`src/hw/rtl/bfa_pkg.sv`:
```
`default_nettype none
package bfa_pkg;

  localparam int FRAME_W = 20;
  localparam int CNT_W   = 11;
  localparam int REG_W   = 32;
  localparam int CFG_AW  = 3;
  localparam int REG_SEL = 2;

  localparam logic [CNT_W-1:0] FRAME_COUNT_RST = 11'd1024;

  localparam logic [1:0] OP_ALLOC    = 2'd0;
  localparam logic [1:0] OP_ALLOC_AT = 2'd1;
  localparam logic [1:0] OP_FREE     = 2'd2;

  localparam logic REG_BASE  = 1'b0;
  localparam logic REG_COUNT = 1'b1;

  typedef enum logic [1:0] {
    STAT_OK      = 2'd0,
    STAT_NO_FREE = 2'd1,
    STAT_RANGE   = 2'd2,
    STAT_SAME    = 2'd3
  } status_t;

  typedef struct packed {
    logic [1:0]         operation;
    logic [FRAME_W-1:0] frame_number;
  } in_t;

  typedef struct packed {
    status_t            status;
    logic [FRAME_W-1:0] granted_frame;
    logic [CNT_W-1:0]   used_frames;
  } out_t;

  typedef struct packed {
    logic [FRAME_W-1:0] frame_base;
    logic [CNT_W-1:0]   frame_count;
  } cfg_t;

endpackage
`default_nettype wire

```
`src/hw/rtl/bfa_map_ram.sv`:
```
`default_nettype none
module bfa_map_ram #(
  parameter int WIDTH = 32,
  parameter int DEPTH = 32,
  parameter int AW    = 5
) (
  input  wire logic             clk,
  input  wire logic             we,
  input  wire logic [AW-1:0]    waddr,
  input  wire logic [WIDTH-1:0] wdata,
  input  wire logic             re,
  input  wire logic [AW-1:0]    raddr,
  output logic      [WIDTH-1:0] rdata
);

  logic [WIDTH-1:0] mem [DEPTH];

  always_ff @(posedge clk) begin
    if (we) begin
      mem[waddr] <= wdata;
    end
  end

  always_ff @(posedge clk) begin
    if (re) begin
      rdata <= mem[raddr];
    end
  end

endmodule
`default_nettype wire

```
`src/hw/rtl/bfa_regs.sv`:
```
`default_nettype none
module bfa_regs (
  input  wire logic                         clk,
  input  wire logic                         rst_n,
  input  wire logic                         psel,
  input  wire logic                         penable,
  input  wire logic                         pwrite,
  input  wire logic [bfa_pkg::CFG_AW-1:0]   paddr,
  input  wire logic [bfa_pkg::REG_W-1:0]    pwdata,
  output logic      [bfa_pkg::REG_W-1:0]    prdata,
  output logic                              pready,
  output bfa_pkg::cfg_t                     cfg
);

  bfa_pkg::cfg_t cfg_r;
  bfa_pkg::cfg_t cfg_nxt;
  logic          wr_en;
  logic          sel;

  assign pready = 1'b1;
  assign wr_en  = psel && penable && pwrite && pready;
  assign sel    = paddr[bfa_pkg::REG_SEL];
  assign cfg    = cfg_r;

  always_comb begin
    cfg_nxt = cfg_r;
    if (wr_en) begin
      if (sel == bfa_pkg::REG_BASE) begin
        cfg_nxt.frame_base = pwdata[bfa_pkg::FRAME_W-1:0];
      end else begin
        cfg_nxt.frame_count = pwdata[bfa_pkg::CNT_W-1:0];
      end
    end
  end

  always_comb begin
    if (sel == bfa_pkg::REG_COUNT) begin
      prdata = bfa_pkg::REG_W'(cfg_r.frame_count);
    end else begin
      prdata = bfa_pkg::REG_W'(cfg_r.frame_base);
    end
  end

  always_ff @(posedge clk) begin
    if (!rst_n) begin
      cfg_r.frame_base  <= '0;
      cfg_r.frame_count <= bfa_pkg::FRAME_COUNT_RST;
    end else begin
      cfg_r <= cfg_nxt;
    end
  end

endmodule
`default_nettype wire

```
`src/hw/rtl/bfa_ctrl.sv`:
```
`default_nettype none
module bfa_ctrl #(
  parameter int MAX_FRAMES = 1024,
  parameter int WORD_BITS  = 32,
  parameter int MAP_WORDS  = 32,
  parameter int WADDR_W    = 5
) (
  input  wire logic                 clk,
  input  wire logic                 rst_n,
  input  wire bfa_pkg::cfg_t        cfg,
  input  wire logic                 start,
  output logic                      busy,
  input  wire bfa_pkg::in_t         in_data,
  output logic                      out_valid,
  output bfa_pkg::out_t             out_data,
  output logic                      mem_we,
  output logic [WADDR_W-1:0]        mem_waddr,
  output logic [WORD_BITS-1:0]      mem_wdata,
  output logic                      mem_re,
  output logic [WADDR_W-1:0]        mem_raddr,
  input  wire logic [WORD_BITS-1:0] mem_rdata
);

  localparam int IDX_W  = $clog2(MAX_FRAMES + 1);
  localparam int BIT_W  = $clog2(WORD_BITS);
  localparam int NW     = IDX_W > bfa_pkg::CNT_W ? IDX_W : bfa_pkg::CNT_W;
  localparam int DIV_SH = IDX_W + BIT_W;
  localparam int RECIP  = (1 << DIV_SH) / WORD_BITS;
  localparam int PROD_W = IDX_W + DIV_SH;
  localparam int FW     = bfa_pkg::FRAME_W;
  localparam int CW     = bfa_pkg::CNT_W;

  typedef enum logic [2:0] {
    ST_CLR,
    ST_IDLE,
    ST_MUL,
    ST_DIVQ,
    ST_RD,
    ST_CHK,
    ST_SCAN
  } state_t;

  state_t              state_r, state_nxt;
  logic [1:0]          op_r, op_nxt;
  logic [IDX_W-1:0]    idx_r, idx_nxt;
  logic [PROD_W-1:0]   prod_r, prod_nxt;
  logic [WADDR_W-1:0]  word_r, word_nxt;
  logic [BIT_W-1:0]    bit_r, bit_nxt;
  logic [IDX_W:0]      wbase_r, wbase_nxt;
  logic [WORD_BITS-1:0] data_r, data_nxt;
  logic                use_rd_r, use_rd_nxt;
  logic [CW-1:0]       used_r, used_nxt;
  logic [IDX_W-1:0]    lowest_r, lowest_nxt;
  logic                out_valid_r, out_valid_nxt;
  bfa_pkg::out_t       out_r, out_nxt;

  logic [NW-1:0]       fc_w;
  logic [IDX_W-1:0]    win_n;
  logic [FW-1:0]       diff;
  logic                in_range;
  logic                used_full;
  logic [IDX_W-1:0]    q;
  logic [IDX_W:0]      qmul;
  logic [IDX_W:0]      rem;
  logic [IDX_W-1:0]    q_c;
  logic [IDX_W:0]      rem_c;
  logic                cur_bit;
  logic [WORD_BITS-1:0] onehot;
  logic [WORD_BITS-1:0] scan_word;
  logic [BIT_W-1:0]    scan_start;
  logic                found;
  logic [BIT_W-1:0]    pos;
  logic [IDX_W:0]      hit_idx;
  logic [IDX_W:0]      next_base;
  logic [IDX_W:0]      n_ext;
  logic [FW-1:0]       grant;

  assign fc_w      = NW'(cfg.frame_count);
  assign win_n     = (fc_w > NW'(MAX_FRAMES)) ? IDX_W'(MAX_FRAMES) : IDX_W'(fc_w);
  assign n_ext     = (IDX_W+1)'(win_n);
  assign diff      = in_data.frame_number - cfg.frame_base;
  assign in_range  = (in_data.frame_number >= cfg.frame_base) && (diff < FW'(win_n));
  assign used_full = NW'(used_r) >= NW'(win_n);
  assign grant     = cfg.frame_base + FW'(idx_r);

  assign q    = prod_r[PROD_W-1:DIV_SH];
  assign qmul = {1'b0, q} * (IDX_W+1)'(WORD_BITS);
  assign rem  = {1'b0, idx_r} - qmul;

  always_comb begin
    if (rem >= (IDX_W+1)'(WORD_BITS)) begin
      q_c   = q + 1'b1;
      rem_c = rem - (IDX_W+1)'(WORD_BITS);
    end else begin
      q_c   = q;
      rem_c = rem;
    end
  end

  assign cur_bit    = mem_rdata[bit_r];
  assign onehot     = WORD_BITS'(1) << bit_r;
  assign scan_word  = use_rd_r ? mem_rdata : data_r;
  assign scan_start = use_rd_r ? '0 : bit_r;

  always_comb begin
    found = 1'b0;
    pos   = '0;
    for (int i = WORD_BITS - 1; i >= 0; i--) begin
      if (!scan_word[i] && (BIT_W'(i) >= scan_start)) begin
        found = 1'b1;
        pos   = BIT_W'(i);
      end
    end
  end

  assign hit_idx   = wbase_r + (IDX_W+1)'(pos);
  assign next_base = wbase_r + (IDX_W+1)'(WORD_BITS);

  always_comb begin
    state_nxt     = state_r;
    op_nxt        = op_r;
    idx_nxt       = idx_r;
    prod_nxt      = prod_r;
    word_nxt      = word_r;
    bit_nxt       = bit_r;
    wbase_nxt     = wbase_r;
    data_nxt      = data_r;
    use_rd_nxt    = use_rd_r;
    used_nxt      = used_r;
    lowest_nxt    = lowest_r;
    out_valid_nxt = 1'b0;
    out_nxt       = out_r;
    mem_we        = 1'b0;
    mem_waddr     = word_r;
    mem_wdata     = '0;
    mem_re        = 1'b0;
    mem_raddr     = word_r;

    case (state_r)
      ST_CLR: begin
        mem_we = 1'b1;
        if (word_r == WADDR_W'(MAP_WORDS - 1)) begin
          word_nxt  = '0;
          state_nxt = ST_IDLE;
        end else begin
          word_nxt = word_r + 1'b1;
        end
      end

      ST_IDLE: begin
        if (start) begin
          op_nxt                = in_data.operation;
          out_nxt.granted_frame = '0;
          out_nxt.used_frames   = used_r;
          if (in_data.operation == bfa_pkg::OP_ALLOC) begin
            idx_nxt = lowest_r;
          end else begin
            idx_nxt = IDX_W'(diff);
          end
          case (in_data.operation)
            bfa_pkg::OP_ALLOC: begin
              if (used_full || lowest_r >= win_n) begin
                out_valid_nxt  = 1'b1;
                out_nxt.status = bfa_pkg::STAT_NO_FREE;
              end else begin
                state_nxt = ST_MUL;
              end
            end
            bfa_pkg::OP_ALLOC_AT: begin
              if (!in_range) begin
                out_valid_nxt  = 1'b1;
                out_nxt.status = bfa_pkg::STAT_RANGE;
              end else if (used_full) begin
                out_valid_nxt  = 1'b1;
                out_nxt.status = bfa_pkg::STAT_NO_FREE;
              end else begin
                state_nxt = ST_MUL;
              end
            end
            bfa_pkg::OP_FREE: begin
              if (!in_range) begin
                out_valid_nxt  = 1'b1;
                out_nxt.status = bfa_pkg::STAT_RANGE;
              end else begin
                state_nxt = ST_MUL;
              end
            end
            default: begin
              out_valid_nxt  = 1'b1;
              out_nxt.status = bfa_pkg::STAT_RANGE;
            end
          endcase
        end
      end

      ST_MUL: begin
        prod_nxt  = PROD_W'(idx_r) * PROD_W'(RECIP);
        state_nxt = ST_DIVQ;
      end

      ST_DIVQ: begin
        word_nxt  = WADDR_W'(q_c);
        bit_nxt   = BIT_W'(rem_c);
        wbase_nxt = {1'b0, idx_r} - rem_c;
        state_nxt = ST_RD;
      end

      ST_RD: begin
        mem_re    = 1'b1;
        state_nxt = ST_CHK;
      end

      ST_CHK: begin
        out_nxt.granted_frame = '0;
        out_nxt.status        = bfa_pkg::STAT_OK;
        if (op_r == bfa_pkg::OP_FREE) begin
          out_valid_nxt = 1'b1;
          state_nxt     = ST_IDLE;
          if (!cur_bit) begin
            out_nxt.status      = bfa_pkg::STAT_SAME;
            out_nxt.used_frames = used_r;
          end else begin
            mem_we                = 1'b1;
            mem_wdata             = mem_rdata & ~onehot;
            used_nxt              = (used_r == '0) ? '0 : used_r - 1'b1;
            out_nxt.used_frames   = used_nxt;
            out_nxt.granted_frame = grant;
            if (idx_r < lowest_r) begin
              lowest_nxt = idx_r;
            end
          end
        end else if (cur_bit) begin
          out_valid_nxt       = 1'b1;
          state_nxt           = ST_IDLE;
          out_nxt.used_frames = used_r;
          out_nxt.status      = (op_r == bfa_pkg::OP_ALLOC) ? bfa_pkg::STAT_NO_FREE
                                                             : bfa_pkg::STAT_SAME;
        end else begin
          mem_we                = 1'b1;
          mem_wdata             = mem_rdata | onehot;
          used_nxt              = used_r + 1'b1;
          out_nxt.used_frames   = used_nxt;
          out_nxt.granted_frame = grant;
          if (idx_r == lowest_r) begin
            data_nxt   = mem_rdata | onehot;
            use_rd_nxt = 1'b0;
            state_nxt  = ST_SCAN;
          end else begin
            out_valid_nxt = 1'b1;
            state_nxt     = ST_IDLE;
          end
        end
      end

      ST_SCAN: begin
        if (found) begin
          lowest_nxt    = (hit_idx >= n_ext) ? win_n : IDX_W'(hit_idx);
          out_valid_nxt = 1'b1;
          state_nxt     = ST_IDLE;
        end else if (next_base >= n_ext) begin
          lowest_nxt    = win_n;
          out_valid_nxt = 1'b1;
          state_nxt     = ST_IDLE;
        end else begin
          wbase_nxt  = next_base;
          word_nxt   = word_r + 1'b1;
          mem_re     = 1'b1;
          mem_raddr  = word_r + 1'b1;
          use_rd_nxt = 1'b1;
        end
      end

      default: begin
        state_nxt = ST_IDLE;
      end
    endcase
  end

  always_ff @(posedge clk) begin
    if (!rst_n) begin
      state_r     <= ST_CLR;
      word_r      <= '0;
      used_r      <= '0;
      lowest_r    <= '0;
      use_rd_r    <= 1'b0;
      out_valid_r <= 1'b0;
    end else begin
      state_r     <= state_nxt;
      word_r      <= word_nxt;
      used_r      <= used_nxt;
      lowest_r    <= lowest_nxt;
      use_rd_r    <= use_rd_nxt;
      out_valid_r <= out_valid_nxt;
    end
    op_r    <= op_nxt;
    idx_r   <= idx_nxt;
    prod_r  <= prod_nxt;
    bit_r   <= bit_nxt;
    wbase_r <= wbase_nxt;
    data_r  <= data_nxt;
    out_r   <= out_nxt;
  end

  assign busy      = (state_r != ST_IDLE);
  assign out_valid = out_valid_r;
  assign out_data  = out_r;

endmodule
`default_nettype wire

```
`src/hw/rtl/bitmap_frame_allocator_top.sv`:
```
// Channel   Ports                                   Handshake
// input     start, busy, in_data                    word taken when start && !busy
// result    out_valid, out_data                     one-cycle strobe, no backpressure
// config    psel, penable, pwrite, paddr, pwdata,   written on psel && penable && pwrite
//           prdata, pready                          (pready tied high)
//
// Rejected items (range, full, hint past window, bad code): result in the cycle after accept.
// Other items: states MUL, DIVQ (index split), RD (map read), CHK (update); an allocate
// that takes the lowest free frame then scans the bitmap a word at a time in SCAN, up to
// MAX_FRAMES/WORD_BITS words, through the single map read port.
// After reset, busy stays high while the map is cleared one word at a time.
// The receiver cannot stall; results are never held.
`default_nettype none
module bitmap_frame_allocator_top #(
  parameter int MAX_FRAMES = 1024,
  parameter int WORD_BITS  = 32
) (
  input  wire logic                        clk,
  input  wire logic                        rst_n,
  input  wire logic                        start,
  output logic                             busy,
  input  wire bfa_pkg::in_t                in_data,
  output logic                             out_valid,
  output bfa_pkg::out_t                    out_data,
  input  wire logic                        psel,
  input  wire logic                        penable,
  input  wire logic                        pwrite,
  input  wire logic [bfa_pkg::CFG_AW-1:0]  paddr,
  input  wire logic [bfa_pkg::REG_W-1:0]   pwdata,
  output logic      [bfa_pkg::REG_W-1:0]   prdata,
  output logic                             pready
);

  localparam int MAP_WORDS = (MAX_FRAMES + WORD_BITS - 1) / WORD_BITS;
  localparam int WADDR_W   = MAP_WORDS > 1 ? $clog2(MAP_WORDS) : 1;

  bfa_pkg::cfg_t        cfg;
  logic                 mem_we;
  logic [WADDR_W-1:0]   mem_waddr;
  logic [WORD_BITS-1:0] mem_wdata;
  logic                 mem_re;
  logic [WADDR_W-1:0]   mem_raddr;
  logic [WORD_BITS-1:0] mem_rdata;

  bfa_regs u_regs (
    .clk     (clk),
    .rst_n   (rst_n),
    .psel    (psel),
    .penable (penable),
    .pwrite  (pwrite),
    .paddr   (paddr),
    .pwdata  (pwdata),
    .prdata  (prdata),
    .pready  (pready),
    .cfg     (cfg)
  );

  bfa_map_ram #(
    .WIDTH (WORD_BITS),
    .DEPTH (MAP_WORDS),
    .AW    (WADDR_W)
  ) u_map (
    .clk   (clk),
    .we    (mem_we),
    .waddr (mem_waddr),
    .wdata (mem_wdata),
    .re    (mem_re),
    .raddr (mem_raddr),
    .rdata (mem_rdata)
  );

  bfa_ctrl #(
    .MAX_FRAMES (MAX_FRAMES),
    .WORD_BITS  (WORD_BITS),
    .MAP_WORDS  (MAP_WORDS),
    .WADDR_W    (WADDR_W)
  ) u_ctrl (
    .clk       (clk),
    .rst_n     (rst_n),
    .cfg       (cfg),
    .start     (start),
    .busy      (busy),
    .in_data   (in_data),
    .out_valid (out_valid),
    .out_data  (out_data),
    .mem_we    (mem_we),
    .mem_waddr (mem_waddr),
    .mem_wdata (mem_wdata),
    .mem_re    (mem_re),
    .mem_raddr (mem_raddr),
    .mem_rdata (mem_rdata)
  );

endmodule
`default_nettype wire

```
`config.mk`:
```
export PLATFORM = sky130hd
export DESIGN_NAME = bitmap_frame_allocator_top
export DESIGN_NICKNAME = d
export VERILOG_FILES = /design/src/hw/rtl/bfa_pkg.sv /design/src/hw/rtl/bfa_map_ram.sv /design/src/hw/rtl/bfa_regs.sv /design/src/hw/rtl/bfa_ctrl.sv /design/src/hw/rtl/bitmap_frame_allocator_top.sv
export SDC_FILE = /design/constraint.sdc
export NUM_CORES = 2
export LEC_CHECK = 0
export CORE_MARGIN = 2
export CORE_UTILIZATION = 40
export DETAILED_ROUTE_END_ITERATION = 10
export DONT_BUFFER_PORTS = 1
export GPL_ROUTABILITY_DRIVEN = 0
export PLACE_DENSITY = 0.66
export SLEW_MARGIN = 40
export SYNTH_ARGS = -nofsm -noshare
export SYNTH_HDL_FRONTEND = slang
export SYNTH_HIERARCHICAL = 1
export SYNTH_SLANG_ARGS = --single-unit
```
`constraint.sdc`:
```
create_clock -name clk -period 6.5 [get_ports clk]
set_input_delay 1.3 -clock clk [delete_from_list [all_inputs] [get_ports clk]]
set_output_delay 1.3 -clock clk [all_outputs]
set_load 0.01 [all_outputs]
```
After elaboration in Yosys (flattened, before gate mapping):

Memory sizes are Yosys's and may differ from the RTL's. A register that Yosys moved wholly into a read port is not among the register bits.
Cells that the tools add are included.

* register bits: 169
* memory bits (writable): 1024
* output and inout bits: 68
* memories kept: 1

Memories
* u_map.mem: words 32, bits a word 32, rd ports 1, clocked after memory_dff 1, wr ports 1, RTL line bfa_map_ram.sv:16 `logic [WIDTH-1:0] mem [DEPTH];`

* $add $sub $neg: 11
* magnitude comparators: 42
* eq/ne operators: 31
* shift-type cells: 1
* muxes and demuxes: 149
* bitwise operators: 6
* reduce and logical (&&, ||, !) cells: 86

Operators with widths (number)
* 5-bit two-way mux: 38
* 32-bit two-way mux: 5
* 11-bit two-way mux: 12
* 5-bit >= comparator, first input constant: 16
* 33-bit two-way mux: 2
* 33-bit case mux with 2 select lines: 1
* 20-bit two-way mux: 3
* 1-bit two-way mux: 55
* 4-bit by 5-bit >= comparator with 1-bit output, first input constant: 8
* 12-bit two-way mux: 3
* 1-bit logical AND: 35
* 3-bit two-way mux: 11
* 32-bit bitwise AND: 1
* 1-bit logical NOT: 32
* 32-bit NOT: 1
* 32-bit bitwise OR: 1
* 1-bit by 5-bit << shifter with 32-bit output, first input constant: 1
* 12-bit by 11-bit >= comparator with 1-bit output: 2
* 12-bit case mux with 2 select lines: 1
* 11-bit >= comparator: 2
* 11-bit case mux with 2 select lines: 1
* 3-bit case mux with 7 select lines: 1
* 20-bit by 11-bit adder with 20-bit output: 1
* 20-bit >= comparator: 1
* 51 further kinds: 92

Logic depth before layout (Yosys ltp):

* word-level depth: 40
* gate-level depth with buffers: 22

Modules after synthesis:

The synthesis kept the hierarchy.

Modules (own cells, without submodules)
* bfa_map_ram: times used 1, cells an instance 2260, area each 40812.9 um^2, seq. area each 31710.4 um^2
* bfa_ctrl: times used 1, cells an instance 1374, area each 11803.8 um^2, seq. area each 3523.4 um^2
* bfa_regs: times used 1, cells an instance 163, area each 1497.7 um^2, seq. area each 620.6 um^2

Least setup slack after synthesis:

OpenSTA, ideal clock, no wires.

* path type: register -> register
* start point: register u_ctrl.bit_r[0]
* end point: memory u_map.mem[28][0] (enable)
* setup time: 421 ps
* arrival time: 4338 ps
* required time: 6079 ps
* slack: 1741 ps
* cell stages (with the launch flop): 15
* path buffers: 5
* period minus slack after synthesis: 4759 ps
* cells stage by stage: edfxtp_1 > buf_4 > mux4_1 > mux2i_1 > o22a_1 > nand3_2 > buf_6 > nor2_1 > buf_2 > o21ai_1 > clkbuf_1 > nand2_1 > or3b_2 > clkbuf_1 > nor2_1

* word-level cells in the longest chain between the ends: 7

Ends and longest elaborated chain
* from (decl): RTL line bfa_ctrl.sv:48 `logic [BIT_W-1:0] bit_r, bit_nxt;`
* from (signal assigned): RTL line bfa_ctrl.sv:298 `bit_r <= bit_nxt;`
* 1-bit binary-select mux with 5-bit select *: RTL line bfa_ctrl.sv:100 `assign cur_bit = mem_rdata[bit_r];`
* 1-bit two-way mux (not written as such) *: RTL line bfa_ctrl.sv:100
* 1-bit two-way mux (on tied branches): RTL line bfa_ctrl.sv:232, bfa_ctrl.sv:219
* 1-bit two-way mux *: RTL line bfa_ctrl.sv:216 `if (op_r == bfa_pkg::OP_FREE) begin`
* 1-bit case mux with 2 select lines *: RTL line bfa_ctrl.sv:139 `case (state_r)`
* net mem_we: RTL line bitmap_frame_allocator_top.sv:38 `logic mem_we;`
* 1-bit two-way mux *: RTL line bfa_map_ram.sv:19 `if (we) begin`
* 1-bit two-way mux (not written as such) *: RTL line bfa_map_ram.sv:20 `mem[waddr] <= wdata;`
* to (decl): RTL line bfa_map_ram.sv:16

Mark *: on every way through the listed nets, which the timed path passes. The rest lies on a longest branch. The select of a mux whose other input is x is not followed.

Worst setup path in the final report:

* start point: register u_ctrl.bit_r[2]
* end point: register u_map.rdata[11] (read register of u_map.mem), data pin

* word-level cells in the longest chain between the ends: 37

Ends and longest elaborated chain
* 5-bit two-way mux *: RTL line bfa_ctrl.sv:103 `assign scan_start = use_rd_r ? '0 : bit_r;`
* 5-bit >= comparator: RTL line bfa_ctrl.sv:109 `if (!scan_word[i] && (BIT_W'(i) >= scan_start)) begin`
* 1-bit logical AND: RTL line bfa_ctrl.sv:109
* 1-bit two-way mux (31 in a row): RTL line bfa_ctrl.sv:109
* 1-bit two-way mux *: RTL line bfa_ctrl.sv:109
* 5-bit two-way mux *
* 5-bit two-way mux *: RTL line bfa_ctrl.sv:139
* net mem_raddr[2]: RTL line bitmap_frame_allocator_top.sv:42 `logic [WADDR_W-1:0] mem_raddr;`
* to (decl): RTL line bfa_map_ram.sv:13 `output logic [WIDTH-1:0] rdata`

Mark *: on every way through the listed nets, which the timed path passes. The rest lies on a longest branch.
A chain may end at the register's enable or synchronous reset.

==> out/results.txt <==
The run gives 130 as the CTS buffer count. In this run, synthesis produced a sequential element count of 1215. For the number of slew-limit violations in the final report, the log shows 0. The logs give 18.4% for the power share of the combinational group and 5.57 mW for the switching power. Average via count per standard cell: 5.80.

Max-cap violations in this run came to 0. Largest delay contributor family on the critical path: simple AND/OR/NAND/NOR gates. Summing the areas of all compound-gate instances in the mapped netlist gives 8.89% of the synthesized area.

For the total core area, the log shows 0.134 mm2. Net switching is 27.9% of the power. The synthesized netlist devotes 0.777% of its cell area to XOR and XNOR gates.

Headroom to the max-slew limit came out at 40.4%. After layout, the worst path uses 91.2% of the clock period. Buffers added to address setup during post-CTS repair amount to 0.

In this run, flip-flops and latches consume 45.7% of the power. Input and output buffers added on the ports amount to 0. Of the total synthesized cell area, the portion taken by full adders, half adders and majority gates is 2.70%.

The signal on the critical path passes through and2_1 -> o32a_1 -> nand2_1 -> nor4b_2 -> nand4_4 -> nor3_2 -> nand2_1 -> xnor2_1 -> nor2b_4 -> buf_12 -> buf_4 -> a22oi_1 -> a31oi_1 -> nand3_1. The logs give 0 for the post-route antenna net violation count and 0 for the number of hold violations in the final report. The run gives 20.3 nW as the reported leakage power. The cell area after synthesis was 0.0541 mm2; the final-stage net count was 4032. The minimum clock period after layout was 5920 ps. The data arrival time of the worst path is 6420 ps, and the clock transition at the register clock pins on the worst setup and hold paths after CTS is 60 ps. In this run the critical register-to-register path is launched from u_ctrl/bit_r[2]. Entering global routing, the biggest net connects 88 pins.

In this run the register-to-register setup slack is 580 ps. A synthesized cell averages 14.3 um2. The repair_antennas step left the layout with diodes totalling 0. The number of synthesis warnings is 6. Once placement finished, the instance area stood at 0.0569 mm2.

In this design, the stage delay of the slowest critical-path cell is 880 ps. Number of buffers inserted for hold repair after clock tree synthesis: 0. For the worst-skew pair, the clock arrives at the later sink with an insertion delay of 780 ps. After synthesis, the largest family of logic cells by area is multiplexers. In this run the count of I/O pins placed on the die edge is 131. Sequential cells were found to cover 66.3% of the synthesized design area.

The die covers 0.138 mm2. The total overflow left after global routing is 0. In this run the core area contains 134 standard-cell rows. STA classifies the critical path startpoint as a register. The endpoint identified for the worst register-to-register timing path is u_map/rdata[11].

The flow ran to the end, and the final reports show no timing, DRC or antenna violations. The portion of synthesized area spent on multiplexers is 11.1%. The worst setup path is captured at a register.

Dividing total power by cell area gives a power density of 327 mW/mm2. For the half-perimeter wire length after detailed placement, the log shows 84600 um. The worst hold path was traced through 2 stages. The via count of the first global-routing pass came out at 31713. For this run, the number of standard cells in the final layout without fillers is 5718. Measured on the finished design, the core utilization comes to 45.6%. Of the total synthesized cell area, the portion taken by AND, OR, NAND and NOR gates is 7.36%. From synthesis to final layout, the design area changed by 12.8%. The initial utilization of the core area, before any placement, comes to 40.4%.

TritonCTS built the clock tree. For hold timing, the worst endpoint is u_regs/cfg[25]. After detailed routing, the number of remaining DRC violations is 0.

The die is 372 um tall. The design area is 0.0610 mm2, and the worst reg-to-reg path cell count is 14. Cell repeated most along the worst path: nand2_1. The wire length of the first global-routing pass is 208000 um, and the async set-or-reset flop fraction in the synthesized netlist is 0%. In this run the most critical hold path is launched from u_regs/cfg[25]. Across the VDD grid, the largest voltage drop is 0.000243 V. The logs give 0 for the number of gates given a new drive strength after cts and 143000 um for the final wirelength. The global-route usage over all layers came out at 20.3%. The library cell contributing the largest single delay on the critical path is edfxtp_1.

Summed over all failing endpoints, the final setup total negative slack is 0 ps. For the count of different cell masters after synthesis, the log shows 95. The logs give 6 for the total iterations of the first detailed-routing run and 1 for the number of antenna violations at the first check in global routing. Among all flip-flop cells after synthesis, the most frequent one is edfxtp_1. The synthesized design contains 1152 enable-type register cells.

Largest fanout of any net on the critical path: 41. Counting every sink on the clock net gives 1215. The routed via count was 33185; the detail-routed net length per standard cell was 25.0 um. Setup repair after global routing left no endpoint under its margin.

The path type of the worst min-delay path was reg -> reg. The internal power component came out at 14.4 mW. In the synthesized netlist, the number of instances is 3797. The cell count after placement was 5487. The combined buffer and inverter count along the critical path was 2. The transition time of the tightest slew-check pin is 895 ps. The critical path in this run is classified as reg -> reg. In this run the deepest clock path goes through 3 buffers. The post-route netlist has 11.1% of its cells at a drive strength greater than 1.

Setup violations remaining at the end of the flow were counted as 0. The tree is rooted in a clkbuf_16. CTS built an H-tree with a depth of 4. Maximum clock rate: 169 MHz. From left edge to right edge, the die measures 372 um. In this run, the clock network consumes 35.9% of the power. The logs give 6990 ps for the required time reported for the critical path endpoint and 3967 for the initial DRC count.

For the final database, setup skew stands at 75.8 ps.
power groups by stage:
stage	combinational, mW	sequential [mW]	clock (mW)
after global routing	3.91	9.16	7.59
after global placement	3.64	9.27	0
after floorplan	2.43	9.25	0
after CTS	3.68	9.13	7.29
final	3.68	9.13	7.16
after detailed placement	3.67	9.29	0
synth_stat cells, drive strengths merged (11+ instances only):
cell type	instances	area [um2]
nor2b	39	244
nand2b	23	144
mux2i	572	5730
o21ai	83	423
nand3b	11	82.6
edfxtp	1152	34600
nor2	152	581
xor2	15	131
a21oi	188	945
o21bai	26	195
o21a	26	196
mux2	17	191
and2	27	169
xnor2	33	289
a22oi	100	751
ha	112	1400
or2	16	100
and3	18	113
o31ai	12	90.1
nor3	73	375
clkbuf	87	334
buf	136	960
nand2	263	987
nor4	14	124
dfxtp	63	1260
nand4	18	128
inv	72	270
a211oi	13	97.6
o311a	15	150
a31oi	51	319
nand3	147	741
a22o	73	639
a21o	26	195
flip-flops by register name (all words and copies together), names as in the netlist, 7 cells and up:
name and flops:
u_ctrl/lowest_r 11, u_map/rdata 32, u_map/mem 1024, u_ctrl/used_r 11, u_ctrl/wbase_r 7, u_regs/cfg 31
u_ctrl/idx_r 11, u_ctrl/data_r 32, u_ctrl/out_data 33
logic make-up (layout without fill, tap and decap cells):
group,after synthesis,count (layout)
compound gates,703,703
mux,593,593
other cells,2,13
flops,1215,1215
xor+xnor,48,48
buf+inv,295,437
simple gates,826,826
fa+ha+maj,115,115
layout make-up:
| class | count | area (um2) |
|---|---|---|
| clock buffers | 157 | 3380 |
| clock inverters | 71 | 724 |
| fillers | 11606 | 72800 |
| inverters | 72 | 270 |
| multi-input cells | 2298 | 17100 |
| flip-flops and latches | 1215 | 35900 |
| well taps | 1768 | 2210 |
| repair buffers | 137 | 1500 |
worst max-delay path by stage:
stage                          from          endpoint  cells past startpoint
global placement    u_ctrl/bit_r[1]   u_map/rdata[11]                     14
global route        u_ctrl/bit_r[3]   u_map/rdata[11]                     14
floorplan           u_ctrl/bit_r[0]  u_map/mem[28][0]                     14
detailed placement  u_ctrl/bit_r[1]   u_map/rdata[11]                     14
finish              u_ctrl/bit_r[2]   u_map/rdata[11]                     14
CTS                 u_ctrl/bit_r[1]   u_map/rdata[11]                     14
metrics by stage:
stage               setup WS (ps)  power, mW  hold slack (ps)
floorplan                    1740       11.7              443
global placement              859       12.9              452
detailed placement            738       13.0              471
CTS                           698       20.1              479
global route                  319       20.6              500
finish                        575       20.0              477
layer usage:
metal | track usage, % | share of wire [%] | vias up | wire, um
met5 | 0 | 0 | - | 0
met2 | 33.8 | 48 | 1407 | 68800
met4 | 7.18 | 3.2 | 0 | 4600
met1 | 26.6 | 41 | 16753 | 58600
li1 | - | - | 14770 | -
met3 | 3.70 | 7.8 | 255 | 11100
tightest hold or removal path, cell delays in order, from the launching register on:
cell and delay [ps]:
dfxtp_1 320, nand2_1 50, mux2i_1 60
cell usage in the layout, fill, tap and decap left out, types with 35 or more instances in the layout:
cell type / netlist / routed
nor2_1: 150 / 112
a22o_1: 73 / 73
nor2b_1: 39 / 37
inv_1: 71 / 71
clkbuf_16: 0 / 131
a31oi_1: 51 / 51
a22oi_1: 100 / 100
nor3_1: 71 / 71
edfxtp_1: 1152 / 1152
o21ai_0: 78 / 76
a21oi_1: 187 / 187
nand2_1: 263 / 262
nor2_4: 1 / 35
ha_1: 112 / 112
buf_4: 51 / 98
nand3_1: 146 / 145
dfxtp_1: 63 / 62
mux2i_1: 572 / 572
No activity file was read; power rests on OpenSTA's default activity.
